## config.mk

```make
export PLATFORM = sky130hd
export DESIGN_NAME = key_matrix_report_builder_core
export DESIGN_NICKNAME = d
export VERILOG_FILES = /design/src/rtl/kmrb_pkg.sv /design/src/rtl/key_matrix_report_builder_core.sv /design/src/rtl/kmrb_cfg_regs.sv /design/src/rtl/kmrb_slot_packer.sv
export SDC_FILE = /design/constraint.sdc
export NUM_CORES = 1
export LEC_CHECK = 0
export ABC_AREA = 1
export BUFFER_PORTS_ARGS = -buffer_cell sky130_fd_sc_hd__buf_2
export CAP_MARGIN = 20
export CORE_MARGIN = 2
export CORE_UTILIZATION = 57
export CTS_BUF_LIST = sky130_fd_sc_hd__clkbuf_8
export DETAILED_ROUTE_END_ITERATION = 7
export PLACE_DENSITY_LB_ADDON = 0.25
export SLEW_MARGIN = 20
export SYNTH_ARGS = -nofsm -noshare
export SYNTH_HDL_FRONTEND = slang
export SYNTH_HIERARCHICAL = 1
export SYNTH_SLANG_ARGS = --single-unit
```

## constraint.sdc

```tcl
create_clock -name clk -period 6.2 [get_ports clk]
set_input_delay 1.86 -clock clk [delete_from_list [all_inputs] [get_ports clk]]
set_output_delay 1.86 -clock clk [all_outputs]
set_load 0.05 [all_outputs]
```

## src/rtl/kmrb_pkg.sv

```systemverilog
// ----------------------------------------------------------------------------
// kmrb_pkg
// Shared types and constants of the key matrix report builder.
// ----------------------------------------------------------------------------
package kmrb_pkg;

    // Matrix geometry and report size
    localparam int ROWS         = 2;   // 1..2
    localparam int COLS         = 4;   // 1..4
    localparam int REPORT_SLOTS = 6;   // 1..8
    localparam int OUT_SLOTS    = 6;   // slots carried in the report
    localparam int MAP_STRIDE   = 4;   // keymap bytes per row
    localparam int MAP_ROWS     = 2;   // rows carried in the poll

    localparam int SLOT_LIMIT = (REPORT_SLOTS < OUT_SLOTS) ? REPORT_SLOTS : OUT_SLOTS;
    localparam int CNT_W      = $clog2(OUT_SLOTS + 1);
    localparam int SLOT_IDX_W = $clog2(OUT_SLOTS);

    // Configuration space
    localparam int           PADDR_W      = 4;
    localparam int           REG_IDX_BIT  = 3;
    localparam logic [63:0]  KEYMAP_RESET = 64'h0706_0504_2120_1F1E;

    typedef enum logic [1:0] {
        KIND_KEYS    = 2'd0,
        KIND_RELEASE = 2'd1,
        KIND_WAKEUP  = 2'd2
    } report_kind_t;

    typedef struct packed {
        logic [3:0] row0_levels;
        logic [3:0] row1_levels;
        logic       hid_ready;
        logic       bus_suspended;
        logic       button_level;
    } poll_t;

    typedef struct packed {
        logic [1:0] report_kind;
        logic [7:0] key_slot0;
        logic [7:0] key_slot1;
        logic [7:0] key_slot2;
        logic [7:0] key_slot3;
        logic [7:0] key_slot4;
        logic [7:0] key_slot5;
    } report_t;

    // Packer status towards the report decision
    typedef struct packed {
        logic                          any_key;
        logic [OUT_SLOTS-1:0][7:0]     slots;
    } pack_result_t;

endpackage

```

## src/rtl/key_matrix_report_builder_core.sv

```systemverilog
// ----------------------------------------------------------------------------
// key_matrix_report_builder_core
// Turns matrix polls into 6-key boot keyboard reports and wakeup requests.
// ----------------------------------------------------------------------------
// Usage:
//  - poll channel (poll_valid / poll_stall / poll): one matrix poll per
//    transfer, with both rows' active-low column levels and the ready,
//    suspend and button flags.
//  - report channel (report_valid / report_stall / report): zero or one
//    report per poll: key report, empty release report or remote wakeup.
//  - APB port: one 64-bit keymap register at byte address 0, byte r*4+c
//    holds the keycode of row r column c. Write only while idle.
// Timing:
//  - a poll is registered on transfer and decoded from the poll register; its
//    report is then loaded into the report register, which drives
//    report_valid.
//  - one poll per cycle sustained while the report channel does not stall;
//    the decode is a single pass between the poll register and the report register.
//  - a poll that yields no report (not ready, or nothing owed) is dropped.
// Reset: both stages empty, keymap at its default, and an empty release
//  report owed, so the first idle ready poll produces one.
// Stall: a stalled report holds; the decode stage then holds its poll and
//  poll_stall rises while that stage is occupied and cannot advance.
// ----------------------------------------------------------------------------
module key_matrix_report_builder_core
    import kmrb_pkg::*;
(
    input  logic               clk,
    input  logic               rst_n,

    input  logic               poll_valid,
    output logic               poll_stall,
    input  poll_t              poll,

    output logic               report_valid,
    input  logic               report_stall,
    output report_t            report,

    input  logic               psel,
    input  logic               penable,
    input  logic               pwrite,
    input  logic [PADDR_W-1:0] paddr,
    input  logic [63:0]        pwdata,
    output logic [63:0]        prdata,
    output logic               pready
);

    logic [63:0]  keymap;

    // poll register
    logic         poll_valid_reg;
    poll_t        poll_reg;

    // report register
    logic         report_valid_reg;
    report_t      report_reg;

    // empty report owed
    logic         release_pending_reg;
    logic         release_pending_next;

    logic         stage_move;
    logic         has_report;
    report_t      report_next;
    pack_result_t pack;

    logic [MAP_ROWS-1:0][3:0] levels;

    kmrb_cfg_regs u_cfg_regs (
        .clk     (clk),
        .rst_n   (rst_n),
        .psel    (psel),
        .penable (penable),
        .pwrite  (pwrite),
        .paddr   (paddr),
        .pwdata  (pwdata),
        .prdata  (prdata),
        .pready  (pready),
        .keymap  (keymap)
    );

    assign levels[0] = poll_reg.row0_levels;
    assign levels[1] = poll_reg.row1_levels;

    kmrb_slot_packer u_slot_packer (
        .levels (levels),
        .keymap (keymap),
        .result (pack)
    );

    // the decode stage advances whenever the report register is free or being taken
    assign stage_move = !report_valid_reg || !report_stall;
    // an empty poll register always takes a transfer
    assign poll_stall = poll_valid_reg && !stage_move;

    // report decision: wakeup beats scan, scan needs ready, release is sent once
    always_comb
    begin
        report_next           = '0;
        has_report            = 1'b0;
        release_pending_next  = release_pending_reg;
        if (poll_reg.bus_suspended && poll_reg.button_level)
        begin
            has_report              = 1'b1;
            report_next.report_kind = KIND_WAKEUP;
        end
        else if (poll_reg.hid_ready)
        begin
            if (pack.any_key)
            begin
                has_report              = 1'b1;
                report_next.report_kind = KIND_KEYS;
                report_next.key_slot0   = pack.slots[0];
                report_next.key_slot1   = pack.slots[1];
                report_next.key_slot2   = pack.slots[2];
                report_next.key_slot3   = pack.slots[3];
                report_next.key_slot4   = pack.slots[4];
                report_next.key_slot5   = pack.slots[5];
                release_pending_next    = 1'b1;
            end
            else if (release_pending_reg)
            begin
                has_report              = 1'b1;
                report_next.report_kind = KIND_RELEASE;
                release_pending_next    = 1'b0;
            end
        end
    end

    // control registers
    always_ff @(posedge clk or negedge rst_n)
    begin
        if (!rst_n)
        begin
            poll_valid_reg      <= 1'b0;
            report_valid_reg    <= 1'b0;
            release_pending_reg <= 1'b1;
        end
        else
        begin
            if (!poll_stall)
            begin
                poll_valid_reg <= poll_valid;
            end
            if (stage_move)
            begin
                report_valid_reg <= poll_valid_reg && has_report;
                if (poll_valid_reg)
                begin
                    release_pending_reg <= release_pending_next;
                end
            end
        end
    end

    // payload registers
    always_ff @(posedge clk)
    begin
        if (!poll_stall && poll_valid)
        begin
            poll_reg <= poll;
        end
        if (stage_move && poll_valid_reg && has_report)
        begin
            report_reg <= report_next;
        end
    end

    assign report_valid = report_valid_reg;
    assign report       = report_reg;

endmodule

```

## src/rtl/kmrb_cfg_regs.sv

```systemverilog
// ----------------------------------------------------------------------------
// kmrb_cfg_regs
// APB register file holding the 64-bit keymap.
// ----------------------------------------------------------------------------
module kmrb_cfg_regs
    import kmrb_pkg::*;
(
    input  logic               clk,
    input  logic               rst_n,
    input  logic               psel,
    input  logic               penable,
    input  logic               pwrite,
    input  logic [PADDR_W-1:0] paddr,
    input  logic [63:0]        pwdata,
    output logic [63:0]        prdata,
    output logic               pready,
    output logic [63:0]        keymap
);

    logic [63:0] keymap_reg;
    logic [63:0] keymap_next;
    logic        sel_keymap;

    // register index sits in paddr[3]; low bits are byte offsets
    assign sel_keymap = (paddr[REG_IDX_BIT] == 1'b0);

    always_comb
    begin
        keymap_next = keymap_reg;
        if (psel && penable && pwrite && sel_keymap)
        begin
            keymap_next = pwdata;
        end
    end

    always_ff @(posedge clk or negedge rst_n)
    begin
        if (!rst_n)
        begin
            keymap_reg <= KEYMAP_RESET;
        end
        else
        begin
            keymap_reg <= keymap_next;
        end
    end

    assign prdata = sel_keymap ? keymap_reg : 64'd0;
    assign pready = 1'b1;
    assign keymap = keymap_reg;

endmodule

```

## src/rtl/kmrb_slot_packer.sv

```systemverilog
// ----------------------------------------------------------------------------
// kmrb_slot_packer
// Scans the matrix in row-major order and packs pressed keycodes into slots.
// ----------------------------------------------------------------------------
module kmrb_slot_packer
    import kmrb_pkg::*;
(
    input  logic [MAP_ROWS-1:0][3:0] levels,
    input  logic [63:0]              keymap,
    output pack_result_t             result
);

    logic [OUT_SLOTS-1:0][7:0] slots;
    logic [CNT_W-1:0]          taken;
    logic                      any_key;

    always_comb
    begin
        slots   = '0;
        taken   = '0;
        any_key = 1'b0;
        for (int r = 0; r < ROWS; r++)
        begin
            for (int c = 0; c < COLS; c++)
            begin
                if (!levels[r][c])
                begin
                    any_key = 1'b1;
                    if (taken < CNT_W'(SLOT_LIMIT))
                    begin
                        slots[taken[SLOT_IDX_W-1:0]] = keymap[8*(r*MAP_STRIDE+c) +: 8];
                        taken = taken + 1'b1;
                    end
                end
            end
        end
    end

    assign result.any_key = any_key;
    assign result.slots   = slots;

endmodule
```

==> results of run 1 <==
[path summary, 6_finish.rpt]
| kind | from | end | slack, ns | cells after the start |
|---|---|---|---|---|
| max reg2reg | levels[0]$_DFFE_PP_ | report[7]$_SDFFCE_PP0P_ | 0.88 | 30 |
| max in group asynchronous | rst_n | u_cfg_regs/keymap[47]$_DFFE_PN0P_ | 4.08 | 2 |
| min reg2reg | release_pending_reg$_DFFE_PN1P_ | release_pending_reg$_DFFE_PN1P_ | 0.47 | 2 |
| min | release_pending_reg$_DFFE_PN1P_ | release_pending_reg$_DFFE_PN1P_ | 0.47 | 2 |
| max | levels[0]$_DFFE_PP_ | report[7]$_SDFFCE_PP0P_ | 0.88 | 30 |
| min in group asynchronous | rst_n | u_cfg_regs/keymap[18]$_DFFE_PN0P_ | 1.57 | 2 |
[logic make-up (layout without fill, tap and decap cells)]
kind of cell / Yosys count / after routing / synth area share, %
other: 1 / 1 / 0.0392
and+or+nand+nor: 803 / 803 / 37.7
DFF: 128 / 128 / 36.9
adders and majority gates: 9 / 9 / 1.26
buffers and inverters: 257 / 431 / 12.0
AOI/OAI and AO/OA: 200 / 200 / 12.1
[metrics by stage]
stage	utilization, %	cells	instance area, µm²
finish	65.9	1792	10900
floorplan	-	1398	9570
global route	65.9	1792	10900
CTS	65.9	1792	10900
global placement	63.4	1760	10500
detailed placement	63.4	1760	10500
[layer usage]
metal,vias to the layer above,share of wire (%)
li1,4793,-
met1,4638,44
met2,487,45
met3,40,8.9
met4,0,2.2
met5,-,0
[layout by cell type (no fill, tap or decap), types with 8 or more instances in the layout]
cell type,count
sky130_fd_sc_hd__dfstp_2,21
sky130_fd_sc_hd__o211ai_1,43
sky130_fd_sc_hd__nor2_1,132
sky130_fd_sc_hd__nand2_4,8
sky130_fd_sc_hd__o21ai_0,118
sky130_fd_sc_hd__nor2_2,10
sky130_fd_sc_hd__nand3_1,150
sky130_fd_sc_hd__nand2_2,19
sky130_fd_sc_hd__dfrtp_1,46
sky130_fd_sc_hd__o21bai_1,8
sky130_fd_sc_hd__nand2_1,444
sky130_fd_sc_hd__ha_1,8
sky130_fd_sc_hd__o21ai_1,21
sky130_fd_sc_hd__buf_2,198
sky130_fd_sc_hd__inv_1,179
sky130_fd_sc_hd__edfxtp_1,61
sky130_fd_sc_hd__clkbuf_8,17
sky130_fd_sc_hd__clkinv_1,10
sky130_fd_sc_hd__nor2_4,16
[tightest hold or removal path, delay by kind of cell, from the launching register on]
kind,cells,cell delay (ns)
DFF,1,0.38
and+or+nand+nor,2,0.09
[where the power goes]
| part | switching, mW | internal, mW |
|---|---|---|
| Combinational | 1.21 | 0.432 |
| Sequential | 0.197 | 1.07 |
| Clock | 0.376 | 0.404 |
[final cells by class]
cell class / instances / area [µm²] / share of cell area, %
clock buffer: 17 / 234 / 2.15
clock inverter: 15 / 185 / 1.70
inverter: 195 / 736 / 6.75
multi-input combinational: 1013 / 4900 / 44.9
sequential: 128 / 3530 / 32.4
tap: 220 / 275 / 2.53
timing repair buffer: 204 / 1040 / 9.51
==> impl_metrics.xml, run 1 <==
<?xml version="1.0" encoding="UTF-8"?>
<metrics>
  <group name="timing">
    <metric name="final.setup.tns" unit="ns">0</metric>
    <metric name="finalClockSkew" unit="ns">0.0150</metric>
    <metric name="worst-slew-pin-transition" unit="ns">0.817</metric>
    <metric name="final.setup.worst_slack" unit="ns">0.881</metric>
    <metric name="hold_slack" unit="ns">0.469</metric>
    <metric name="timing.max_slew.rel_slack" unit="%">45.5</metric>
    <metric name="timing_hold_violations_final" unit="">0</metric>
    <metric name="max_freq" unit="MHz">188</metric>
    <metric name="finalMaxSlewViolations" unit="">0</metric>
    <metric name="grt_setup_unrepaired" unit="">false</metric>
    <metric name="setup_viol" unit="">0</metric>
    <metric name="period_needed" unit="ns">5.32</metric>
    <metric name="fin_crit_sh" unit="%">85.8</metric>
  </group>
  <group name="placement">
    <metric name="detailedPlacementHpwl" unit="µm">21500</metric>
    <metric name="port_buffers" unit="">198</metric>
    <metric name="gp_congestion" unit="">0.960</metric>
    <metric name="dpl_worst_slack" unit="ns">1.01</metric>
  </group>
  <group name="route">
    <metric name="drt-vias-per-instance" unit="">5.56</metric>
    <metric name="detailroute.via_count" unit="">9958</metric>
    <metric name="firstDrtPassIters" unit="">6</metric>
    <metric name="routed_wire_length_per_instance" unit="µm">16.0</metric>
    <metric name="finalWirelength" unit="µm">28600</metric>
    <metric name="drt_iter0_markers" unit="">1107</metric>
    <metric name="antenna_violating_nets_post_route" unit="">0</metric>
    <metric name="post_detailed_route_drc_marker_count" unit="">0</metric>
  </group>
  <group name="setup_path">
    <metric name="timing.critical_path.mode_cell" unit="">sky130_fd_sc_hd__inv_1</metric>
    <metric name="critPathBufInv" unit="">9</metric>
    <metric name="path_class" unit="">reg2reg</metric>
    <metric name="timing.critical_path.max_delay_family" unit="">simple AND/OR/NAND/NOR gates</metric>
    <metric name="cp_data_arrival_time" unit="ns">5.49</metric>
    <metric name="critical-path-max-stage-delay" unit="ns">0.66</metric>
    <metric name="worstSetupEndpointType" unit="">flop</metric>
    <metric name="cp_slowest_cell" unit="">sky130_fd_sc_hd__edfxtp_1</metric>
    <metric name="startpoint_type" unit="">flop</metric>
    <metric name="critPathRequiredTime" unit="ns">6.37</metric>
    <metric name="path_max_fanout" unit="">13</metric>
  </group>
  <group name="synth">
    <metric name="synth_cells" unit="">1398</metric>
    <metric name="number_of_enable_type_register_cells_in_the_synthesized_netlist" unit="">61</metric>
    <metric name="synth_nets" unit="">1493</metric>
    <metric name="synthTopCellsByArea" unit="">sky130_fd_sc_hd__edfxtp_1, sky130_fd_sc_hd__nand2_1, sky130_fd_sc_hd__dfrtp_1</metric>
    <metric name="share_of_the_synthesized_area_in_the_top_cell_type" unit="%">19.1</metric>
    <metric name="ys_dominant_reg_cell" unit="">sky130_fd_sc_hd__edfxtp_1</metric>
    <metric name="avgSynthCellArea" unit="µm²">6.85</metric>
    <metric name="post_synth_instance_area" unit="µm²">9570</metric>
    <metric name="asyncSetResetFlopFracSynth" unit="%">52.3</metric>
    <metric name="synth.ff_latch_count" unit="">128</metric>
    <metric name="post_synth_num_cell_types" unit="">40</metric>
    <metric name="netlist_top_cells_count" unit="">sky130_fd_sc_hd__nand2_1, sky130_fd_sc_hd__inv_1, sky130_fd_sc_hd__nand3_1</metric>
    <metric name="synth.most_common_cell" unit="">sky130_fd_sc_hd__nand2_1</metric>
    <metric name="synth.yosys.warnings" unit="">6</metric>
    <metric name="synth_top_cell_by_area" unit="">sky130_fd_sc_hd__edfxtp_1</metric>
    <metric name="synth_seq_area_share" unit="%">36.9</metric>
  </group>
  <group name="finish">
    <metric name="layout-area-overhead-vs-synth" unit="%">13.9</metric>
    <metric name="num-fill-cells" unit="">1544</metric>
    <metric name="final_net_count" unit="">1654</metric>
    <metric name="n_antenna_cell" unit="">0</metric>
    <metric name="layout-drive-gt1-share" unit="%">21.1</metric>
    <metric name="flip_flop_count_of_the_largest_register_all_copies_and_words_added" unit="">64</metric>
  </group>
  <group name="global_route">
    <metric name="gr-total-overflow" unit="">0</metric>
    <metric name="groute.layer.met1.usage" unit="%">46.0</metric>
    <metric name="first_pass_grt_wire_length" unit="µm">45400</metric>
    <metric name="global_route.usage.met3" unit="%">5.59</metric>
    <metric name="grt_antenna_before_repair" unit="">0</metric>
    <metric name="groute.usage.overall" unit="%">32.3</metric>
    <metric name="vias_in_the_first_global_route" unit="">9111</metric>
    <metric name="grt_start_max_net_pins" unit="">68</metric>
    <metric name="groute.layer.met2.usage" unit="%">50.2</metric>
    <metric name="grt_most_used_layer" unit="">met2</metric>
  </group>
  <group name="floorplanning">
    <metric name="fp.dieH" unit="µm">134</metric>
    <metric name="fp-row-count" unit="">47</metric>
    <metric name="die-area" unit="µm²">17800</metric>
    <metric name="boundaryPins" unit="">203</metric>
    <metric name="chipWidth" unit="µm">134</metric>
    <metric name="core_area" unit="µm²">16500</metric>
    <metric name="initial_utilization" unit="%">57.9</metric>
  </group>
  <group name="cts">
    <metric name="clk_pin_slew_worst_paths" unit="ns">0.09</metric>
    <metric name="cts_max_level" unit="">4</metric>
    <metric name="cts-buffers-inserted" unit="">17</metric>
    <metric name="clk_path_buf_depth" unit="">2</metric>
    <metric name="cts_resized" unit="">0</metric>
    <metric name="clock_insertion_delay_worst_skew" unit="ns">0.46</metric>
    <metric name="cts_tree" unit="">built</metric>
    <metric name="cts.sink_count" unit="">128</metric>
    <metric name="cts.hold.buffers_added" unit="">0</metric>
    <metric name="cts_setup_buffers" unit="">0</metric>
    <metric name="clockRootBuffer" unit="">sky130_fd_sc_hd__clkbuf_8</metric>
  </group>
  <group name="power">
    <metric name="total_power" unit="mW">3.69</metric>
    <metric name="power_density" unit="nW/µm²">339</metric>
    <metric name="maximum_ir_drop_on_the_vdd_rail" unit="µV">195</metric>
    <metric name="leakage" unit="nW">5.69</metric>
  </group>
  <group name="run">
    <metric name="max_cap_viol_count" unit="">0</metric>
  </group>
  <group name="outcome">
    <metric name="run_status" unit="">complete, no violations</metric>
  </group>
  <group name="worst_hold_path">
    <metric name="hp-class" unit="">reg2reg</metric>
  </group>
</metrics>
(Power assumes the default switching activity.)
==> inputs of run 2 (changes only) <==
--- a/config.mk
+++ b/config.mk
@@ -12,7 +12,7 @@
 export CORE_UTILIZATION = 57
 export CTS_BUF_LIST = sky130_fd_sc_hd__clkbuf_8
 export DETAILED_ROUTE_END_ITERATION = 7
-export PLACE_DENSITY_LB_ADDON = 0.25
+export PLACE_DENSITY_LB_ADDON = 0.15
 export SLEW_MARGIN = 20
 export SYNTH_ARGS = -nofsm -noshare
 export SYNTH_HDL_FRONTEND = slang
==> run 2 against run 1 <==
Against the previous run:
- clock-buffer cell count is the same
- total power shrank 1.6%
- sequential power hardly changed
- sequential share of layout area is 0.075 points higher
- setup slack improved by 0.077 ns
- non-clock buffer count is the same
- routed wire length down 1.9%
- critical path depth fell by 1
- via count shrank 1.2%
- clock skew down 0.00096 ns
- final cell count stayed put
- worst hold slack gained 0.020 ns
==> impl_metrics.xml, run 2 (synthesis results as in run 1) <==
<?xml version="1.0" encoding="UTF-8"?>
<metrics>
  <group name="finish">
    <metric name="post-route-cell-area" unit="µm²">10900</metric>
    <metric name="final_net_count" unit="">1654</metric>
    <metric name="most-common-layout-cells" unit="">sky130_fd_sc_hd__nand2_1, sky130_fd_sc_hd__buf_2, sky130_fd_sc_hd__inv_1</metric>
    <metric name="n_antenna_cell" unit="">0</metric>
    <metric name="layout.cells.most_common" unit="">sky130_fd_sc_hd__nand2_1</metric>
    <metric name="final_core_util" unit="%">65.8</metric>
    <metric name="area.sequential" unit="µm²">3530</metric>
    <metric name="count_of_non_filler_cells_in_the_finished_layout" unit="">1792</metric>
    <metric name="flip_flop_count_of_the_largest_register_all_copies_and_words_added" unit="">64</metric>
    <metric name="num-fill-cells" unit="">1551</metric>
    <metric name="layout-drive-gt1-share" unit="%">21.1</metric>
    <metric name="layout-area-overhead-vs-synth" unit="%">13.6</metric>
    <metric name="footprint_of_the_multi_input_gates" unit="µm²">4900</metric>
  </group>
  <group name="setup_path">
    <metric name="timing.critical_path.max_delay_family" unit="">simple AND/OR/NAND/NOR gates</metric>
    <metric name="path_class" unit="">reg2reg</metric>
    <metric name="cp_data_arrival_time" unit="ns">5.53</metric>
    <metric name="critPathRequiredTime" unit="ns">6.48</metric>
    <metric name="critPathBufInv" unit="">9</metric>
    <metric name="timing.critical_path.mode_cell" unit="">sky130_fd_sc_hd__inv_1</metric>
    <metric name="worstSetupEndpointType" unit="">flop</metric>
    <metric name="critical-path-max-stage-delay" unit="ns">0.67</metric>
    <metric name="path_max_fanout" unit="">13</metric>
    <metric name="cp_slowest_cell" unit="">sky130_fd_sc_hd__edfxtp_1</metric>
    <metric name="startpoint_type" unit="">flop</metric>
  </group>
  <group name="route">
    <metric name="detailroute.via_count" unit="">9843</metric>
    <metric name="antenna_violating_nets_post_route" unit="">0</metric>
    <metric name="routed_wire_length_per_instance" unit="µm">15.7</metric>
    <metric name="drt_iter0_markers" unit="">1140</metric>
    <metric name="drt-vias-per-instance" unit="">5.49</metric>
    <metric name="firstDrtPassIters" unit="">8</metric>
    <metric name="post_detailed_route_drc_marker_count" unit="">0</metric>
    <metric name="finalWirelength" unit="µm">28100</metric>
  </group>
  <group name="cts">
    <metric name="clock_insertion_delay_worst_skew" unit="ns">0.45</metric>
    <metric name="clk_pin_slew_worst_paths" unit="ns">0.08</metric>
    <metric name="cts_setup_buffers" unit="">0</metric>
    <metric name="cts-buffers-inserted" unit="">17</metric>
    <metric name="cts_tree" unit="">built</metric>
    <metric name="clk_path_buf_depth" unit="">2</metric>
    <metric name="cts.sink_count" unit="">128</metric>
    <metric name="cts_max_level" unit="">4</metric>
    <metric name="clockRootBuffer" unit="">sky130_fd_sc_hd__clkbuf_8</metric>
    <metric name="cts.hold.buffers_added" unit="">0</metric>
    <metric name="cts_resized" unit="">0</metric>
  </group>
  <group name="outcome">
    <metric name="run_status" unit="">complete, no violations</metric>
  </group>
  <group name="power">
    <metric name="swShare" unit="%">48.5</metric>
    <metric name="maximum_ir_drop_on_the_vdd_rail" unit="µV">188</metric>
    <metric name="sequentialPowerShare" unit="%">35.0</metric>
    <metric name="clock_power_share" unit="%">20.2</metric>
    <metric name="leakage" unit="nW">5.69</metric>
    <metric name="power_frac_comb" unit="%">44.8</metric>
    <metric name="switching_power_total" unit="mW">1.76</metric>
    <metric name="internal_power" unit="mW">1.87</metric>
    <metric name="power_density" unit="nW/µm²">334</metric>
  </group>
  <group name="timing">
    <metric name="worst-slew-pin-transition" unit="ns">0.895</metric>
    <metric name="final.setup.tns" unit="ns">0</metric>
    <metric name="setup_viol" unit="">0</metric>
    <metric name="timing.max_slew.rel_slack" unit="%">40.3</metric>
    <metric name="finalClockSkew" unit="ns">0.0140</metric>
    <metric name="fin_crit_sh" unit="%">84.5</metric>
    <metric name="max_freq" unit="MHz">191</metric>
    <metric name="timing_hold_violations_final" unit="">0</metric>
    <metric name="grt_setup_unrepaired" unit="">false</metric>
    <metric name="finalMaxSlewViolations" unit="">0</metric>
    <metric name="period_needed" unit="ns">5.24</metric>
  </group>
  <group name="floorplanning">
    <metric name="fp-row-count" unit="">47</metric>
    <metric name="core_area" unit="µm²">16500</metric>
    <metric name="fp.dieH" unit="µm">134</metric>
    <metric name="initial_utilization" unit="%">57.9</metric>
    <metric name="chipWidth" unit="µm">134</metric>
    <metric name="die-area" unit="µm²">17800</metric>
    <metric name="boundaryPins" unit="">203</metric>
  </group>
  <group name="placement">
    <metric name="detailedPlacementHpwl" unit="µm">21100</metric>
    <metric name="placed_area" unit="µm²">10500</metric>
    <metric name="gp_congestion" unit="">1.00</metric>
    <metric name="port_buffers" unit="">198</metric>
    <metric name="place_inst" unit="">1760</metric>
  </group>
  <group name="global_route">
    <metric name="gr-total-overflow" unit="">0</metric>
    <metric name="groute.usage.overall" unit="%">31.8</metric>
    <metric name="vias_in_the_first_global_route" unit="">8849</metric>
    <metric name="grt_antenna_before_repair" unit="">0</metric>
    <metric name="grt_start_max_net_pins" unit="">68</metric>
    <metric name="first_pass_grt_wire_length" unit="µm">44400</metric>
  </group>
  <group name="run">
    <metric name="max_cap_viol_count" unit="">0</metric>
  </group>
  <group name="worst_hold_path">
    <metric name="hp-class" unit="">reg2reg</metric>
  </group>
</metrics>
run 2: worst paths after layout:
kind,start,end,slack [ns],cells past startpoint
worst max-delay path,levels[0]$_DFFE_PP_,report[47]$_SDFFCE_PP0P_,0.96,29
max in group asynchronous,rst_n,u_cfg_regs/keymap[55]$_DFFE_PN0P_,4.07,2
worst min register to register,u_cfg_regs/keymap[50]$_DFFE_PN1P_,u_cfg_regs/keymap[50]$_DFFE_PN1P_,0.49,2
worst min-delay path,u_cfg_regs/keymap[50]$_DFFE_PN1P_,u_cfg_regs/keymap[50]$_DFFE_PN1P_,0.49,2
min in group asynchronous,rst_n,u_cfg_regs/keymap[0]$_DFFE_PN0P_,1.59,2
worst max register to register,levels[0]$_DFFE_PP_,report[47]$_SDFFCE_PP0P_,0.96,29
run 2: layer usage:
metal | track usage (%) | up-vias | share of wire, %
li1 | - | 4790 | -
met3 | 5.10 | 47 | 8.5
met5 | 0 | - | 0
met1 | 46.6 | 4546 | 45
met4 | 9.10 | 0 | 1.9
met2 | 48.8 | 460 | 45
run 2: through the flow:
stage                     setup WS (ns)  power [mW]  hold WS, ns
after global placement             1.15        2.85        0.454
final                             0.958        3.63        0.489
after CTS                          1.00        3.61        0.492
after global routing              0.460        3.86        0.508
after floorplan                    1.50        2.47        0.442
after detailed placement           1.04        2.88        0.480
run 2: power groups by stage:
stage | clock network, mW | logic (mW) | registers (mW)
floorplan | 0 | 1.10 | 1.37
global placement | 0 | 1.58 | 1.27
detailed placement | 0 | 1.60 | 1.28
CTS | 0.745 | 1.61 | 1.26
global route | 0.782 | 1.79 | 1.28
finish | 0.734 | 1.62 | 1.27
run 2: final cells by class:
cell class | instances | area share [%]
repair buffers | 204 | 9.53
inverters | 195 | 6.77
well taps | 220 | 2.53
clock buffers | 17 | 2.15
clock inverters | 15 | 1.47
flip-flops and latches | 128 | 32.5
multi-input cells | 1013 | 45.0
run 2: worst min-delay path: stages (launching register included):
cell and delay [ns]:
sky130_fd_sc_hd__dfstp_2 0.39, sky130_fd_sc_hd__nand2_1 0.06, sky130_fd_sc_hd__nand2_1 0.04
==> inputs of run 3 (changes only) <==
--- a/config.mk
+++ b/config.mk
@@ -9,7 +9,7 @@
 export BUFFER_PORTS_ARGS = -buffer_cell sky130_fd_sc_hd__buf_2
 export CAP_MARGIN = 20
 export CORE_MARGIN = 2
-export CORE_UTILIZATION = 57
+export CORE_UTILIZATION = 52
 export CTS_BUF_LIST = sky130_fd_sc_hd__clkbuf_8
 export DETAILED_ROUTE_END_ITERATION = 7
 export PLACE_DENSITY_LB_ADDON = 0.15
==> constraint.sdc (replaced) <==
create_clock -name clk -period 4.3 [get_ports clk]
set_input_delay 1.29 -clock clk [delete_from_list [all_inputs] [get_ports clk]]
set_output_delay 1.29 -clock clk [all_outputs]
set_load 0.05 [all_outputs]
==> run 3 against run 2 <==
Against the previous run:
- clock-buffer cell count did not move
- register-to-register slack got worse by 0.81 ns
- sequential power is 44% higher
- via count rose by 2.2%
- total power up 56%
- flip-flop and latch count stayed put
- setup slack got worse by 0.81 ns
- largest cell class unchanged
- cell area increased by 5.2%
- clock power grew 57%
- maximum frequency rose by 26%
==> impl_metrics.xml, run 3 (synthesis results as in run 1) <==
<?xml version="1.0" encoding="UTF-8"?>
<metrics>
  <group name="finish">
    <metric name="footprint_of_the_multi_input_gates" unit="µm²">5080</metric>
    <metric name="num-fill-cells" unit="">1679</metric>
    <metric name="most-common-layout-cells" unit="">sky130_fd_sc_hd__nand2_1, sky130_fd_sc_hd__buf_2, sky130_fd_sc_hd__inv_1</metric>
    <metric name="flip_flop_count_of_the_largest_register_all_copies_and_words_added" unit="">64</metric>
    <metric name="n_antenna_cell" unit="">0</metric>
    <metric name="count_of_non_filler_cells_in_the_finished_layout" unit="">1843</metric>
    <metric name="area.sequential" unit="µm²">3530</metric>
    <metric name="final_net_count" unit="">1696</metric>
    <metric name="post-route-cell-area" unit="µm²">11400</metric>
    <metric name="layout.cells.most_common" unit="">sky130_fd_sc_hd__nand2_1</metric>
    <metric name="layout-area-overhead-vs-synth" unit="%">19.5</metric>
    <metric name="layout-drive-gt1-share" unit="%">24.6</metric>
  </group>
  <group name="global_route">
    <metric name="grt_antenna_before_repair" unit="">0</metric>
    <metric name="groute.usage.overall" unit="%">29.8</metric>
    <metric name="gr-total-overflow" unit="">0</metric>
    <metric name="first_pass_grt_wire_length" unit="µm">45800</metric>
    <metric name="grt_start_max_net_pins" unit="">66</metric>
    <metric name="vias_in_the_first_global_route" unit="">9074</metric>
  </group>
  <group name="setup_path">
    <metric name="critical_path.endpoint" unit="">report[47]$_SDFFCE_PP0P_</metric>
    <metric name="timing.critical_path.mode_cell" unit="">sky130_fd_sc_hd__inv_2</metric>
    <metric name="critPathLaunch" unit="">levels[1]$_DFFE_PP_</metric>
    <metric name="startpoint_type" unit="">flop</metric>
    <metric name="cp_slowest_cell" unit="">sky130_fd_sc_hd__fa_1</metric>
    <metric name="path_max_fanout" unit="">8</metric>
    <metric name="r2r-end" unit="">report[47]$_SDFFCE_PP0P_</metric>
    <metric name="critPathRequiredTime" unit="ns">4.58</metric>
    <metric name="ff2ff_path_depth" unit="">29</metric>
    <metric name="timing.rr.start" unit="">levels[1]$_DFFE_PP_</metric>
    <metric name="worstSetupEndpointType" unit="">flop</metric>
    <metric name="ff2ff_setup_slack" unit="ns">0.15</metric>
    <metric name="path_class" unit="">reg2reg</metric>
    <metric name="critical-path-max-stage-delay" unit="ns">0.58</metric>
    <metric name="cp_data_arrival_time" unit="ns">4.44</metric>
  </group>
  <group name="timing">
    <metric name="worst-slew-pin-transition" unit="ns">0.957</metric>
    <metric name="fin_crit_sh" unit="%">96.6</metric>
    <metric name="max_freq" unit="MHz">241</metric>
    <metric name="period_needed" unit="ns">4.15</metric>
    <metric name="timing_hold_violations_final" unit="">0</metric>
    <metric name="finalMaxSlewViolations" unit="">0</metric>
    <metric name="timing.max_slew.rel_slack" unit="%">36.1</metric>
    <metric name="final.setup.worst_slack" unit="ns">0.145</metric>
    <metric name="setup_viol" unit="">0</metric>
    <metric name="finalClockSkew" unit="ns">0.0105</metric>
  </group>
  <group name="worst_hold_path">
    <metric name="hp-class" unit="">reg2reg</metric>
  </group>
  <group name="floorplanning">
    <metric name="fp-row-count" unit="">49</metric>
    <metric name="die-area" unit="µm²">19500</metric>
    <metric name="boundaryPins" unit="">203</metric>
    <metric name="fp.dieH" unit="µm">140</metric>
    <metric name="initial_utilization" unit="%">53.1</metric>
    <metric name="core_area" unit="µm²">18000</metric>
    <metric name="chipWidth" unit="µm">140</metric>
  </group>
  <group name="placement">
    <metric name="place_inst" unit="">1791</metric>
    <metric name="dpl_worst_slack" unit="ns">-0.0977</metric>
    <metric name="gp_congestion" unit="">0.964</metric>
    <metric name="placed_area" unit="µm²">10700</metric>
    <metric name="detailedPlacementHpwl" unit="µm">22100</metric>
    <metric name="port_buffers" unit="">198</metric>
  </group>
  <group name="power">
    <metric name="power_density" unit="nW/µm²">494</metric>
    <metric name="leakage" unit="nW">5.93</metric>
    <metric name="maximum_ir_drop_on_the_vdd_rail" unit="µV">318</metric>
  </group>
  <group name="route">
    <metric name="detailroute.via_count" unit="">10100</metric>
    <metric name="firstDrtPassIters" unit="">5</metric>
    <metric name="drt_iter0_markers" unit="">1054</metric>
    <metric name="drt-vias-per-instance" unit="">5.46</metric>
    <metric name="antenna_violating_nets_post_route" unit="">0</metric>
    <metric name="routed_wire_length_per_instance" unit="µm">16.3</metric>
    <metric name="finalWirelength" unit="µm">30100</metric>
    <metric name="post_detailed_route_drc_marker_count" unit="">0</metric>
  </group>
  <group name="cts">
    <metric name="cts-buffers-inserted" unit="">17</metric>
    <metric name="cts_tree" unit="">built</metric>
    <metric name="cts_max_level" unit="">4</metric>
    <metric name="clk_path_buf_depth" unit="">2</metric>
    <metric name="cts.sink_count" unit="">128</metric>
    <metric name="clk_pin_slew_worst_paths" unit="ns">0.08</metric>
    <metric name="clock_insertion_delay_worst_skew" unit="ns">0.46</metric>
    <metric name="clockRootBuffer" unit="">sky130_fd_sc_hd__clkbuf_8</metric>
  </group>
  <group name="run">
    <metric name="max_cap_viol_count" unit="">0</metric>
  </group>
  <group name="outcome">
    <metric name="run_status" unit="">complete, no violations</metric>
  </group>
</metrics>
==> run 3: changes by cell type in the layout (fill, tap and decap cells not counted), moves of 3 or more <==
cell / change
sky130_fd_sc_hd__inv_6: -4
sky130_fd_sc_hd__ha_1: -4
sky130_fd_sc_hd__nand2_4: +4
sky130_fd_sc_hd__inv_2: +7
sky130_fd_sc_hd__nand2_1: -6
sky130_fd_sc_hd__nand2_8: +3
sky130_fd_sc_hd__nand3_1: -3
sky130_fd_sc_hd__buf_4: +35
sky130_fd_sc_hd__ha_4: +3
sky130_fd_sc_hd__inv_1: -7
==> run 3: repair_timing <==
| action | in CTS | in global routing |
|---|---|---|
| gates resized for setup | 7 | 28 |
| setup buffers | 6 | 11 |
| gates cloned | 2 | 1 |
| pin swaps | 7 | 24 |
| endpoints found under the setup margin | 27 | 48 |
| hold buffers | 0 | 0 |
| hold endpoints to repair | 0 | 0 |
==> run 3: cell type report <==
class                      instances  share of cell area (%)
clock buffer                      17                    2.05
inverter                         195                    6.50
tap                              229                    2.50
clock inverter                    15                    1.71
timing repair inverter             1                  0.0437
sequential                       128                    30.9
timing repair buffer             243                    11.9
multi-input combinational       1015                    44.4
==> run 3: per-stage QoR <==
step | hold WS [ns] | setup TNS [ns] | utilization (%) | power (mW)
finish | 0.466 | 0 | 63.5 | 5.65
global route | 0.489 | -0.00636 | 63.5 | 5.98
CTS | 0.470 | 0 | 62.1 | 5.44
detailed placement | 0.460 | -0.792 | 59.2 | 4.23
global placement | 0.454 | 0 | 59.2 | 4.19
floorplan | 0.442 | 0 | - | 3.57
==> run 3: worst min-delay path by stage <==
stage                                               start                               to  slack [ns]  depth (start not counted)
final                     release_pending_reg$_DFFE_PN1P_  release_pending_reg$_DFFE_PN1P_        0.47                          2
after CTS                 release_pending_reg$_DFFE_PN1P_  release_pending_reg$_DFFE_PN1P_        0.47                          2
after global placement    release_pending_reg$_DFFE_PN1P_  release_pending_reg$_DFFE_PN1P_        0.45                          2
after floorplan           release_pending_reg$_DFFE_PN1P_  release_pending_reg$_DFFE_PN1P_        0.44                          2
after global routing      release_pending_reg$_DFFE_PN1P_  release_pending_reg$_DFFE_PN1P_        0.49                          2
after detailed placement  release_pending_reg$_DFFE_PN1P_  release_pending_reg$_DFFE_PN1P_        0.46                          2
==> run 3: worst max-delay path, delay by kind of cell (launching register included) <==
| kind | cells | cell delay [ns] |
|---|---|---|
| adder cells (fa/ha/maj) | 5 | 1.47 |
| buffers and inverters | 9 | 0.66 |
| flip-flops | 1 | 0.47 |
| AND/OR/NAND/NOR | 15 | 1.36 |
==> run 3: power by group <==
part | internal [mW] | switching, mW
registers | 1.55 | 0.285
logic | 0.793 | 1.88
clock network | 0.629 | 0.519
==> run 3: metal layers <==
| metal | wire length, µm | GRT usage, % |
|---|---|---|
| met5 | 0 | 0 |
| met2 | 13600 | 46.4 |
| met3 | 2400 | 5.09 |
| met4 | 575 | 8.74 |
| met1 | 13500 | 42.8 |
